## src/rtl/core/tll_pkg.sv

```systemverilog
// ----------------------------------------------------------------------------
// tll_pkg
// Types, constants and character helpers shared by the tiny language lexer.
// ----------------------------------------------------------------------------
package tll_pkg;

	localparam int VALUE_WIDTH   = 32;
	localparam int WIDE_WIDTH    = VALUE_WIDTH + 4;
	localparam int CHAR_WIDTH    = 8;
	localparam int KIND_WIDTH    = 3;
	localparam int MAX_TOKENS    = 3;
	localparam int TCNT_WIDTH    = $clog2(MAX_TOKENS + 1);
	localparam int TIDX_WIDTH    = $clog2(MAX_TOKENS);
	localparam int PROG_WIDTH    = 3;
	localparam int QUEUE_DEPTH   = 4;
	localparam int QPTR_WIDTH    = $clog2(QUEUE_DEPTH);
	localparam int QCNT_WIDTH    = $clog2(QUEUE_DEPTH + 1);

	localparam logic [PROG_WIDTH-1:0] KW_LEN = 3'd4;

	localparam logic [CHAR_WIDTH-1:0] CH_OPEN  = 8'h28;
	localparam logic [CHAR_WIDTH-1:0] CH_CLOSE = 8'h29;
	localparam logic [CHAR_WIDTH-1:0] CH_SEMI  = 8'h3B;
	localparam logic [CHAR_WIDTH-1:0] CH_SPACE = 8'h20;
	localparam logic [CHAR_WIDTH-1:0] CH_TAB   = 8'h09;
	localparam logic [CHAR_WIDTH-1:0] CH_CR    = 8'h0D;

	typedef enum logic [KIND_WIDTH-1:0] {
		TK_EXIT  = 3'd0,
		TK_INT   = 3'd1,
		TK_OPEN  = 3'd2,
		TK_CLOSE = 3'd3,
		TK_SEMI  = 3'd4,
		TK_ERROR = 3'd5,
		TK_END   = 3'd6
	} tok_kind_t;

	typedef enum logic [3:0] {
		MODE_IDLE   = 4'b0001,
		MODE_WORD   = 4'b0010,
		MODE_NUMBER = 4'b0100,
		MODE_ERROR  = 4'b1000
	} lex_mode_t;

	// tokens caused by one source byte
	typedef struct packed {
		logic [TCNT_WIDTH-1:0]              count;
		tok_kind_t [MAX_TOKENS-1:0]         kinds;
		logic [VALUE_WIDTH-1:0]             value;
		logic                               saturated;
	} tok_group_t;

	typedef struct packed {
		logic [PROG_WIDTH-1:0] prog;
		logic                  mismatch;
	} kw_state_t;

	typedef struct packed {
		logic [VALUE_WIDTH-1:0] acc;
		logic                   overflow;
	} num_state_t;

	function automatic logic is_alpha(input logic [CHAR_WIDTH-1:0] c);
		return (c >= 8'h61 && c <= 8'h7A) || (c >= 8'h41 && c <= 8'h5A);
	endfunction

	function automatic logic is_digit(input logic [CHAR_WIDTH-1:0] c);
		return c >= 8'h30 && c <= 8'h39;
	endfunction

	function automatic logic is_space(input logic [CHAR_WIDTH-1:0] c);
		return c == CH_SPACE || (c >= CH_TAB && c <= CH_CR);
	endfunction

	function automatic logic [CHAR_WIDTH-1:0] kw_char(input logic [1:0] pos);
		logic [CHAR_WIDTH-1:0] ch;
		case (pos)
			2'd0:    ch = 8'h65; // e
			2'd1:    ch = 8'h78; // x
			2'd2:    ch = 8'h69; // i
			default: ch = 8'h74; // t
		endcase
		return ch;
	endfunction

	function automatic kw_state_t word_step(input kw_state_t s,
			input logic [CHAR_WIDTH-1:0] c);
		kw_state_t r;
		r = s;
		if (!s.mismatch && s.prog < KW_LEN && c == kw_char(s.prog[1:0])) begin
			r.prog = s.prog + 1'b1;
		end else begin
			r.mismatch = 1'b1;
		end
		return r;
	endfunction

	// acc*10 + digit, clamped to the all-ones value
	function automatic num_state_t digit_step(input num_state_t s,
			input logic [CHAR_WIDTH-1:0] c);
		num_state_t             r;
		logic [WIDE_WIDTH-1:0]  ext;
		logic [WIDE_WIDTH-1:0]  wide;
		ext  = {{(WIDE_WIDTH-VALUE_WIDTH){1'b0}}, s.acc};
		wide = (ext << 3) + (ext << 1) + {{(WIDE_WIDTH-4){1'b0}}, c[3:0]};
		if (wide[WIDE_WIDTH-1:VALUE_WIDTH] != '0) begin
			r.acc      = '1;
			r.overflow = 1'b1;
		end else begin
			r.acc      = wide[VALUE_WIDTH-1:0];
			r.overflow = s.overflow;
		end
		return r;
	endfunction

endpackage

```

## src/rtl/core/tll_char_if.sv

```systemverilog
// ----------------------------------------------------------------------------
// tll_char_if
// Source byte channel: valid/ready handshake with byte and end flag.
// ----------------------------------------------------------------------------
interface tll_char_if;
	logic                           valid;
	logic                           ready;
	logic [tll_pkg::CHAR_WIDTH-1:0] char_byte;
	logic                           end_of_source;

	modport source (output valid, char_byte, end_of_source, input ready);
	modport sink (input valid, char_byte, end_of_source, output ready);
endinterface

```

## src/rtl/core/tll_token_if.sv

```systemverilog
// ----------------------------------------------------------------------------
// tll_token_if
// Token channel: valid/ready handshake with one token per transaction.
// ----------------------------------------------------------------------------
interface tll_token_if;
	logic                            valid;
	logic                            ready;
	logic [tll_pkg::KIND_WIDTH-1:0]  token_kind;
	logic [tll_pkg::VALUE_WIDTH-1:0] literal_value;
	logic                            value_saturated;
	logic                            last_of_run;

	modport source (output valid, token_kind, literal_value, value_saturated, last_of_run,
		input ready);
	modport sink (input valid, token_kind, literal_value, value_saturated, last_of_run,
		output ready);
endinterface

```

## src/rtl/core/tll_lex_core.sv

```systemverilog
// ----------------------------------------------------------------------------
// tll_lex_core
// Lexer state and the token group produced by one accepted source byte.
// ----------------------------------------------------------------------------
module tll_lex_core (
	input  logic                           clk,
	input  logic                           arst_n,
	input  logic                           accept,
	input  logic [tll_pkg::CHAR_WIDTH-1:0] char_byte,
	input  logic                           end_of_source,
	output tll_pkg::tok_group_t            group
);

	tll_pkg::lex_mode_t  mode_q, mode_d;
	tll_pkg::kw_state_t  kw_q, kw_d;
	tll_pkg::num_state_t num_q, num_d;

	always_comb begin
		logic idle_go;
		logic [tll_pkg::TCNT_WIDTH-1:0] n;
		idle_go = 1'b0;
		n       = '0;
		mode_d  = mode_q;
		kw_d    = kw_q;
		num_d   = num_q;
		group   = '0;

		case (mode_q)
			tll_pkg::MODE_WORD: begin
				if (tll_pkg::is_alpha(char_byte) || tll_pkg::is_digit(char_byte)) begin
					kw_d = tll_pkg::word_step(kw_q, char_byte);
				end else begin
					if (kw_q.prog == tll_pkg::KW_LEN && !kw_q.mismatch) begin
						group.kinds[n[tll_pkg::TIDX_WIDTH-1:0]] = tll_pkg::TK_EXIT;
						mode_d  = tll_pkg::MODE_IDLE;
						idle_go = 1'b1;
					end else begin
						// bad word: the byte that ended it is dropped
						group.kinds[n[tll_pkg::TIDX_WIDTH-1:0]] = tll_pkg::TK_ERROR;
						mode_d = tll_pkg::MODE_ERROR;
					end
					n    = n + 1'b1;
					kw_d = '0;
				end
			end
			tll_pkg::MODE_NUMBER: begin
				if (tll_pkg::is_digit(char_byte)) begin
					num_d = tll_pkg::digit_step(num_q, char_byte);
				end else begin
					group.kinds[n[tll_pkg::TIDX_WIDTH-1:0]] = tll_pkg::TK_INT;
					group.value     = num_q.acc;
					group.saturated = num_q.overflow;
					n       = n + 1'b1;
					num_d   = '0;
					mode_d  = tll_pkg::MODE_IDLE;
					idle_go = 1'b1;
				end
			end
			tll_pkg::MODE_IDLE: begin
				idle_go = 1'b1;
			end
			default: begin
			end
		endcase

		if (idle_go) begin
			if (tll_pkg::is_alpha(char_byte)) begin
				mode_d = tll_pkg::MODE_WORD;
				kw_d   = tll_pkg::word_step('0, char_byte);
			end else if (tll_pkg::is_digit(char_byte)) begin
				mode_d = tll_pkg::MODE_NUMBER;
				num_d  = tll_pkg::digit_step('0, char_byte);
			end else if (char_byte == tll_pkg::CH_OPEN) begin
				group.kinds[n[tll_pkg::TIDX_WIDTH-1:0]] = tll_pkg::TK_OPEN;
				n = n + 1'b1;
			end else if (char_byte == tll_pkg::CH_CLOSE) begin
				group.kinds[n[tll_pkg::TIDX_WIDTH-1:0]] = tll_pkg::TK_CLOSE;
				n = n + 1'b1;
			end else if (char_byte == tll_pkg::CH_SEMI) begin
				group.kinds[n[tll_pkg::TIDX_WIDTH-1:0]] = tll_pkg::TK_SEMI;
				n = n + 1'b1;
			end else if (!tll_pkg::is_space(char_byte)) begin
				group.kinds[n[tll_pkg::TIDX_WIDTH-1:0]] = tll_pkg::TK_ERROR;
				n      = n + 1'b1;
				mode_d = tll_pkg::MODE_ERROR;
			end
		end

		if (end_of_source) begin
			if (mode_d == tll_pkg::MODE_WORD) begin
				if (kw_d.prog == tll_pkg::KW_LEN && !kw_d.mismatch) begin
					group.kinds[n[tll_pkg::TIDX_WIDTH-1:0]] = tll_pkg::TK_EXIT;
				end else begin
					group.kinds[n[tll_pkg::TIDX_WIDTH-1:0]] = tll_pkg::TK_ERROR;
				end
				n = n + 1'b1;
			end else if (mode_d == tll_pkg::MODE_NUMBER) begin
				group.kinds[n[tll_pkg::TIDX_WIDTH-1:0]] = tll_pkg::TK_INT;
				group.value     = num_d.acc;
				group.saturated = num_d.overflow;
				n = n + 1'b1;
			end
			group.kinds[n[tll_pkg::TIDX_WIDTH-1:0]] = tll_pkg::TK_END;
			n      = n + 1'b1;
			mode_d = tll_pkg::MODE_IDLE;
			kw_d   = '0;
			num_d  = '0;
		end

		group.count = n;
	end

	always_ff @(posedge clk or negedge arst_n) begin
		if (!arst_n) begin
			mode_q <= tll_pkg::MODE_IDLE;
			kw_q   <= '0;
			num_q  <= '0;
		end else if (accept) begin
			mode_q <= mode_d;
			kw_q   <= kw_d;
			num_q  <= num_d;
		end
	end

endmodule

```

## src/rtl/core/tll_tok_queue.sv

```systemverilog
// ----------------------------------------------------------------------------
// tll_tok_queue
// Small queue of token groups, unpacked one token per output transaction.
// ----------------------------------------------------------------------------
module tll_tok_queue (
	input  logic                clk,
	input  logic                arst_n,
	input  logic                push,
	input  tll_pkg::tok_group_t group,
	output logic                full,
	tll_token_if.source         tokens
);

	tll_pkg::tok_group_t                 entry_q [tll_pkg::QUEUE_DEPTH];
	logic [tll_pkg::QPTR_WIDTH-1:0]      wr_ptr_q;
	logic [tll_pkg::QPTR_WIDTH-1:0]      rd_ptr_q;
	logic [tll_pkg::QCNT_WIDTH-1:0]      count_q;
	logic [tll_pkg::TIDX_WIDTH-1:0]      idx_q;

	tll_pkg::tok_group_t                 head;
	tll_pkg::tok_kind_t                  kind;
	logic                                last;
	logic                                pop;
	logic                                group_done;

	assign head       = entry_q[rd_ptr_q];
	assign kind       = head.kinds[idx_q];
	assign last       = (tll_pkg::TCNT_WIDTH'(idx_q) + 1'b1) == head.count;
	assign pop        = tokens.valid && tokens.ready;
	assign group_done = pop && last;
	assign full       = count_q == tll_pkg::QCNT_WIDTH'(tll_pkg::QUEUE_DEPTH);

	assign tokens.valid           = count_q != '0;
	assign tokens.token_kind      = kind;
	assign tokens.literal_value   = (kind == tll_pkg::TK_INT) ? head.value : '0;
	assign tokens.value_saturated = (kind == tll_pkg::TK_INT) && head.saturated;
	assign tokens.last_of_run     = last;

	always_ff @(posedge clk) begin
		if (push) begin
			entry_q[wr_ptr_q] <= group;
		end
	end

	always_ff @(posedge clk or negedge arst_n) begin
		if (!arst_n) begin
			wr_ptr_q <= '0;
			rd_ptr_q <= '0;
			count_q  <= '0;
			idx_q    <= '0;
		end else begin
			if (push) begin
				wr_ptr_q <= wr_ptr_q + 1'b1;
			end
			if (group_done) begin
				rd_ptr_q <= rd_ptr_q + 1'b1;
				idx_q    <= '0;
			end else if (pop) begin
				idx_q <= idx_q + 1'b1;
			end
			case ({push, group_done})
				2'b10:   count_q <= count_q + 1'b1;
				2'b01:   count_q <= count_q - 1'b1;
				default: count_q <= count_q;
			endcase
		end
	end

endmodule

```

## src/rtl/core/tiny_language_lexer.sv

```systemverilog
// ----------------------------------------------------------------------------
// tiny_language_lexer
// Lexer for a tiny language: source bytes in, tokens out.
// ----------------------------------------------------------------------------
// chars: one source byte per transaction, with end_of_source on the last
//   byte of a text. Up to one byte is taken every cycle while the queue is not full.
// tokens: one token per transaction (kind, literal value, saturation flag,
//   last_of_run on the final token caused by a byte). A byte causes zero to
//   three tokens; the last byte of a text always ends with an end token and
//   the lexer then starts over for the next text.
// Latency: the first token of a byte is offered in the cycle after the
//   byte is taken when no earlier tokens are waiting. Throughput is one byte
//   per cycle while the token rate keeps up; the output side drains one token
//   per cycle while tokens.ready is high.
// Tokens of each byte are held as one group in a four-entry queue; chars.ready
//   drops while that queue is full, so a stalled receiver backs up into the
//   source with nothing lost.
// Reset clears the lexer mode, keyword match, number accumulator and queue.
// ----------------------------------------------------------------------------
module tiny_language_lexer (
	input  logic      clk,
	input  logic      arst_n,
	tll_char_if.sink  chars,
	tll_token_if.source tokens
);

	tll_pkg::tok_group_t group;
	logic                accept;
	logic                full;

	assign chars.ready = !full;
	assign accept      = chars.valid && !full;

	tll_lex_core u_core (
		.clk           (clk),
		.arst_n        (arst_n),
		.accept        (accept),
		.char_byte     (chars.char_byte),
		.end_of_source (chars.end_of_source),
		.group         (group)
	);

	tll_tok_queue u_queue (
		.clk    (clk),
		.arst_n (arst_n),
		.push   (accept && group.count != '0),
		.group  (group),
		.full   (full),
		.tokens (tokens)
	);

endmodule
```

## src/flat_wrapper.sv

```systemverilog
// flat-port wrapper written by rule: the top's interface ports become plain ports
module tiny_language_lexer_flat 
  (clk, arst_n, chars_valid, chars_char_byte, chars_end_of_source, chars_ready, tokens_valid, tokens_token_kind, tokens_literal_value, tokens_value_saturated, tokens_last_of_run, tokens_ready);
  tll_char_if chars_i ();
  tll_token_if tokens_i ();
  input  logic clk;
  input  logic arst_n;
  input wire logic [$bits(chars_i.valid)-1:0] chars_valid;
  input wire logic [$bits(chars_i.char_byte)-1:0] chars_char_byte;
  input wire logic [$bits(chars_i.end_of_source)-1:0] chars_end_of_source;
  output wire logic [$bits(chars_i.ready)-1:0] chars_ready;
  output wire logic [$bits(tokens_i.valid)-1:0] tokens_valid;
  output wire logic [$bits(tokens_i.token_kind)-1:0] tokens_token_kind;
  output wire logic [$bits(tokens_i.literal_value)-1:0] tokens_literal_value;
  output wire logic [$bits(tokens_i.value_saturated)-1:0] tokens_value_saturated;
  output wire logic [$bits(tokens_i.last_of_run)-1:0] tokens_last_of_run;
  input wire logic [$bits(tokens_i.ready)-1:0] tokens_ready;
  assign chars_i.valid = chars_valid;
  assign chars_i.char_byte = chars_char_byte;
  assign chars_i.end_of_source = chars_end_of_source;
  assign chars_ready = chars_i.ready;
  assign tokens_valid = tokens_i.valid;
  assign tokens_token_kind = tokens_i.token_kind;
  assign tokens_literal_value = tokens_i.literal_value;
  assign tokens_value_saturated = tokens_i.value_saturated;
  assign tokens_last_of_run = tokens_i.last_of_run;
  assign tokens_i.ready = tokens_ready;
  tiny_language_lexer u_core (.clk(clk), .arst_n(arst_n), .chars(chars_i), .tokens(tokens_i));
endmodule
```

## config.mk

```make
export PLATFORM = sky130hd
export DESIGN_NAME = tiny_language_lexer_flat
export DESIGN_NICKNAME = d
export VERILOG_FILES = /design/src/rtl/core/tll_pkg.sv /design/src/rtl/core/tll_char_if.sv /design/src/rtl/core/tll_token_if.sv /design/src/rtl/core/tll_lex_core.sv /design/src/rtl/core/tll_tok_queue.sv /design/src/rtl/core/tiny_language_lexer.sv /design/src/flat_wrapper.sv
export SDC_FILE = /design/constraint.sdc
export NUM_CORES = 1
export LEC_CHECK = 0
export ABC_AREA = 1
export BUFFER_PORTS_ARGS = -buffer_cell sky130_fd_sc_hd__buf_2
export CORE_MARGIN = 8
export CORE_UTILIZATION = 30
export CTS_CLUSTER_DIAMETER = 40
export DETAILED_ROUTE_END_ITERATION = 6
export PLACE_DENSITY = 0.42
export SETUP_SLACK_MARGIN = 0.4
export SLEW_MARGIN = 20
export SYNTH_ARGS = -nofsm -noshare
export SYNTH_HDL_FRONTEND = slang
export SYNTH_SLANG_ARGS = --single-unit
export TNS_END_PERCENT = 20
```

## constraint.sdc

```tcl
create_clock -name clk -period 5.38 [get_ports clk]
set_input_delay 0 -clock clk [delete_from_list [all_inputs] [get_ports clk]]
set_output_delay 0 -clock clk [all_outputs]
set_load 0.02 [all_outputs]
```

==> results.txt <==
Clk buf depth: 3
R2R Path Start: u_core.u_core.mode_q[3]
Vias in the first global route: 10458
Syn nets: 1638
Vias per cell: 4.751
Root Buffer: clkbuf_16
Synthesis-to-finish area growth: 17.22%
Initial DRC count: 667
Lkg Pwr: 6.876 nW
FP Rows: 77
Commonest cells in the netlist: nand2_1, nor2_1, edfxtp_1, o21ai_0, inv_1
Synthesized area per cell: 8.591 um2
Worst-margin pin slew: 1071 ps
Setup crit start: u_core.u_core.mode_q[3]
Compound-Gate Fraction of Synth Area: 0.1205
Simple logic cell fraction of the synthesized area: 0.2377
Worst-path fanout max: 8
Worst vdd ir: 0.1971 mV
Initial antenna violation count: 1
CTS Sinks: 226
Fin Setup TNS: 0 ps
Clk slew on worst S/H paths: 50 ps
Pin count of the biggest net entering global routing: 63
Share of cells above drive strength 1: 0.1151
Depth of the CTS H-tree: 2
Total CTS buffers: 38
Mux share of post-synthesis cell area: 0
# setup viols final: 0
Global-route wire length before repair: 60510 um
Most common cell in the netlist: nand2_1
Max Freq: 222.3 MHz
Fillers: 4588
I/O Buffers: 51
Die X-Extent: 226.2 um
Critical path required time: 5810 ps
Initial Util: 0.3017
Pwr dens: 471.2 mW/mm2
CTS tree: yes
Min Tclk post-route: 4498 ps
Clk_skew: 25.59 ps
IO Pins: 52
RSZ-0062 raised after global routing: false
CP endpoint: u_core.u_queue.count_q[1]
NumNets Final: 1691
HPWL Detailed: 25920 um
Tot GR Track Use: 0.1487
Synthesized instance count: 1543
Die area: 0.05117 mm2
Sequential area share after synthesis: 0.4932
Post-synthesis adder-cell area fraction: 0.07910
Combinational family with the most area after synthesis: simple AND/OR/NAND/NOR gates
Yosys Warn Count: 0
Core footprint: 0.04393 mm2
Worst r2r dst: u_core.u_queue.count_q[1]
Overflow after GRT: 0
Ranking of synthesized cells by area: edfxtp_1, nand2_1, dfrtp_1
Slew Viols, Final: 0
EDFF count, synth: 176
Via count: 10534
Ys async rst share: 0.2212
FF-to-FF setup slack: 880 ps
Postcts setup bufs: 0
Crit start category: register
Reg2Reg Depth: 24
Post-route ant nets: 0
DRC: 0
WHS: 23.94 ps
Drt total wl: 38210 um
Register bit total from synthesis: 226
Die Ht: 226.2 um
MaxCap Viol Count: 0
XOR/XNOR share of the synthesized area: 0.02247
Crit path kind: reg -> reg
Worst path arrival time: 4930 ps
Netlist cell types: 48
Period utilization: 0.8361
Largest area contributor in the netlist: edfxtp_1
Post-synth top area share: 0.3987
Worst Hold Class: in -> reg
Fin. Hold Viols: 0
Clock Latency Late Sink: 530 ps
Routed len/inst: 17.23 um
Crit path capture type: register
Inserted Diodes: 0
Ys flop type: edfxtp_1
Placer Congestion: 0.8515
Status: finished, final reports clean
First-pass iteration count of the detailed router: 5
Slew HR: 0.2854
Synthesized cell area: 0.01326 mm2
==> layout make-up <==
class                      instances  area (um2)  area share
sequential                       226        6539      0.4208
clock buffer                      42       987.2     0.06354
inverter                         102       390.4     0.02512
tap                              592       740.7     0.04767
timing repair buffer              71       460.4     0.02963
clock inverter                    27       302.8     0.01949
multi-input combinational       1157        6117      0.3937
==> worst min path at each step <==
stage | from | end | slack, ps | cells after the start
after global placement | arst_n | u_core.u_core.kw_q[0] | 190 | 2
after detailed placement | arst_n | u_core.u_core.kw_q[2] | 190 | 2
after floorplan | arst_n | u_core.u_core.kw_q[0] | -300 | 0
final | chars_char_byte[1] | u_core.u_core.num_q[2] | 20 | 5
after CTS | chars_char_byte[1] | u_core.u_core.num_q[2] | 6 | 5
after global routing | chars_char_byte[0] | u_core.u_core.num_q[1] | 60 | 5
==> sequential cells by signal, indices dropped and copies added (netlist names) <==
name / flops
u_core.u_queue.rd_ptr_q: 2
u_core.u_core.mode_q: 4
u_core.u_core.num_q: 33
u_core.u_queue.wr_ptr_q: 2
u_core.u_core.kw_q: 4
u_core.u_queue.entry_q: 176
u_core.u_queue.idx_q: 2
u_core.u_queue.count_q: 3
==> what timing repair did <==
action / CTS / global route
resized for setup: 0 / 0
hold buffers: 2 / 0
hold endpoints to repair: 53 / 0
==> per-layer routing <==
metal | track usage | part of all wire | up-vias
met1 | 0.2161 | 0.51 | 4982
met5 | 0 | 0.00034 | -
met3 | 0.01922 | 0.030 | 48
li1 | - | - | 5351
met2 | 0.2303 | 0.44 | 151
met4 | 0.03916 | 0.019 | 2
==> cells by family (layout without fill, tap and decap cells) <==
family	Yosys count	count (layout)
simple gates	742	742
xor+xnor	34	34
fa+ha+maj	82	82
compound gates	299	299
flops	226	226
buf+inv	160	242
==> cell usage in the layout, fill, tap and decap left out, types with 4 or more instances in the layout <==
| master | instances |
|---|---|
| nand3_2 | 4 |
| o22ai_1 | 19 |
| nor2_1 | 221 |
| edfxtp_1 | 176 |
| xnor2_1 | 11 |
| inv_2 | 8 |
| buf_4 | 14 |
| clkinv_1 | 4 |
| buf_2 | 51 |
| nand3_1 | 75 |
| o21ai_0 | 155 |
| o21ai_1 | 4 |
| ha_1 | 79 |
| buf_12 | 4 |
| nand2_1 | 382 |
| dfrtp_1 | 48 |
| o211ai_1 | 4 |
| inv_1 | 92 |
| bufinv_16 | 4 |
| nand4_1 | 14 |
| xor2_1 | 23 |
| a21oi_1 | 92 |
| nand2_4 | 5 |
| a31oi_1 | 5 |
| clkbuf_16 | 39 |
| nand2_2 | 13 |
| o21a_1 | 4 |
| inv_6 | 7 |
| nor2_4 | 7 |
| nor3_1 | 6 |
| inv_8 | 5 |
==> worst max-delay path: stages (launching register included) <==
cell and delay, ps:
dfrtp_1 370, inv_1 170, nand4_1 120, inv_1 240, nand3_2 190, nand2_4 130
ha_1 230, a21oi_1 150, nand2_1 70, nand3_1 70, nand2_1 60, nand2_1 50
nand2_1 110, inv_2 110, ha_1 230, a21oi_1 260, ha_1 280, or2_2 290
o21a_1 130, nand3_2 120, nand2_4 130, ha_1 240, inv_1 90, fa_1 410
o21ai_0 160
==> power breakdown <==
part           switching (W)  leakage [nW]  internal, W  total (W)
logic                0.00181          3.91     0.000722    0.00253
clock network       0.000916         0.625      0.00155    0.00247
registers           0.000110          2.34      0.00222    0.00233
==> through the flow <==
stage	setup WS [ps]	utilization	std cells	power, W	cell area [um2]
after floorplan	734.3	-	1543	0.004052	13260
after global placement	987.2	0.3238	2146	0.004956	14230
after detailed placement	871.9	0.3238	2146	0.004951	14230
after CTS	890.5	0.3537	2217	0.007448	15540
after global routing	499.8	0.3537	2217	0.007790	15540
final	881.7	0.3537	2217	0.007321	15540
Power figures use the tool's default switching activity.
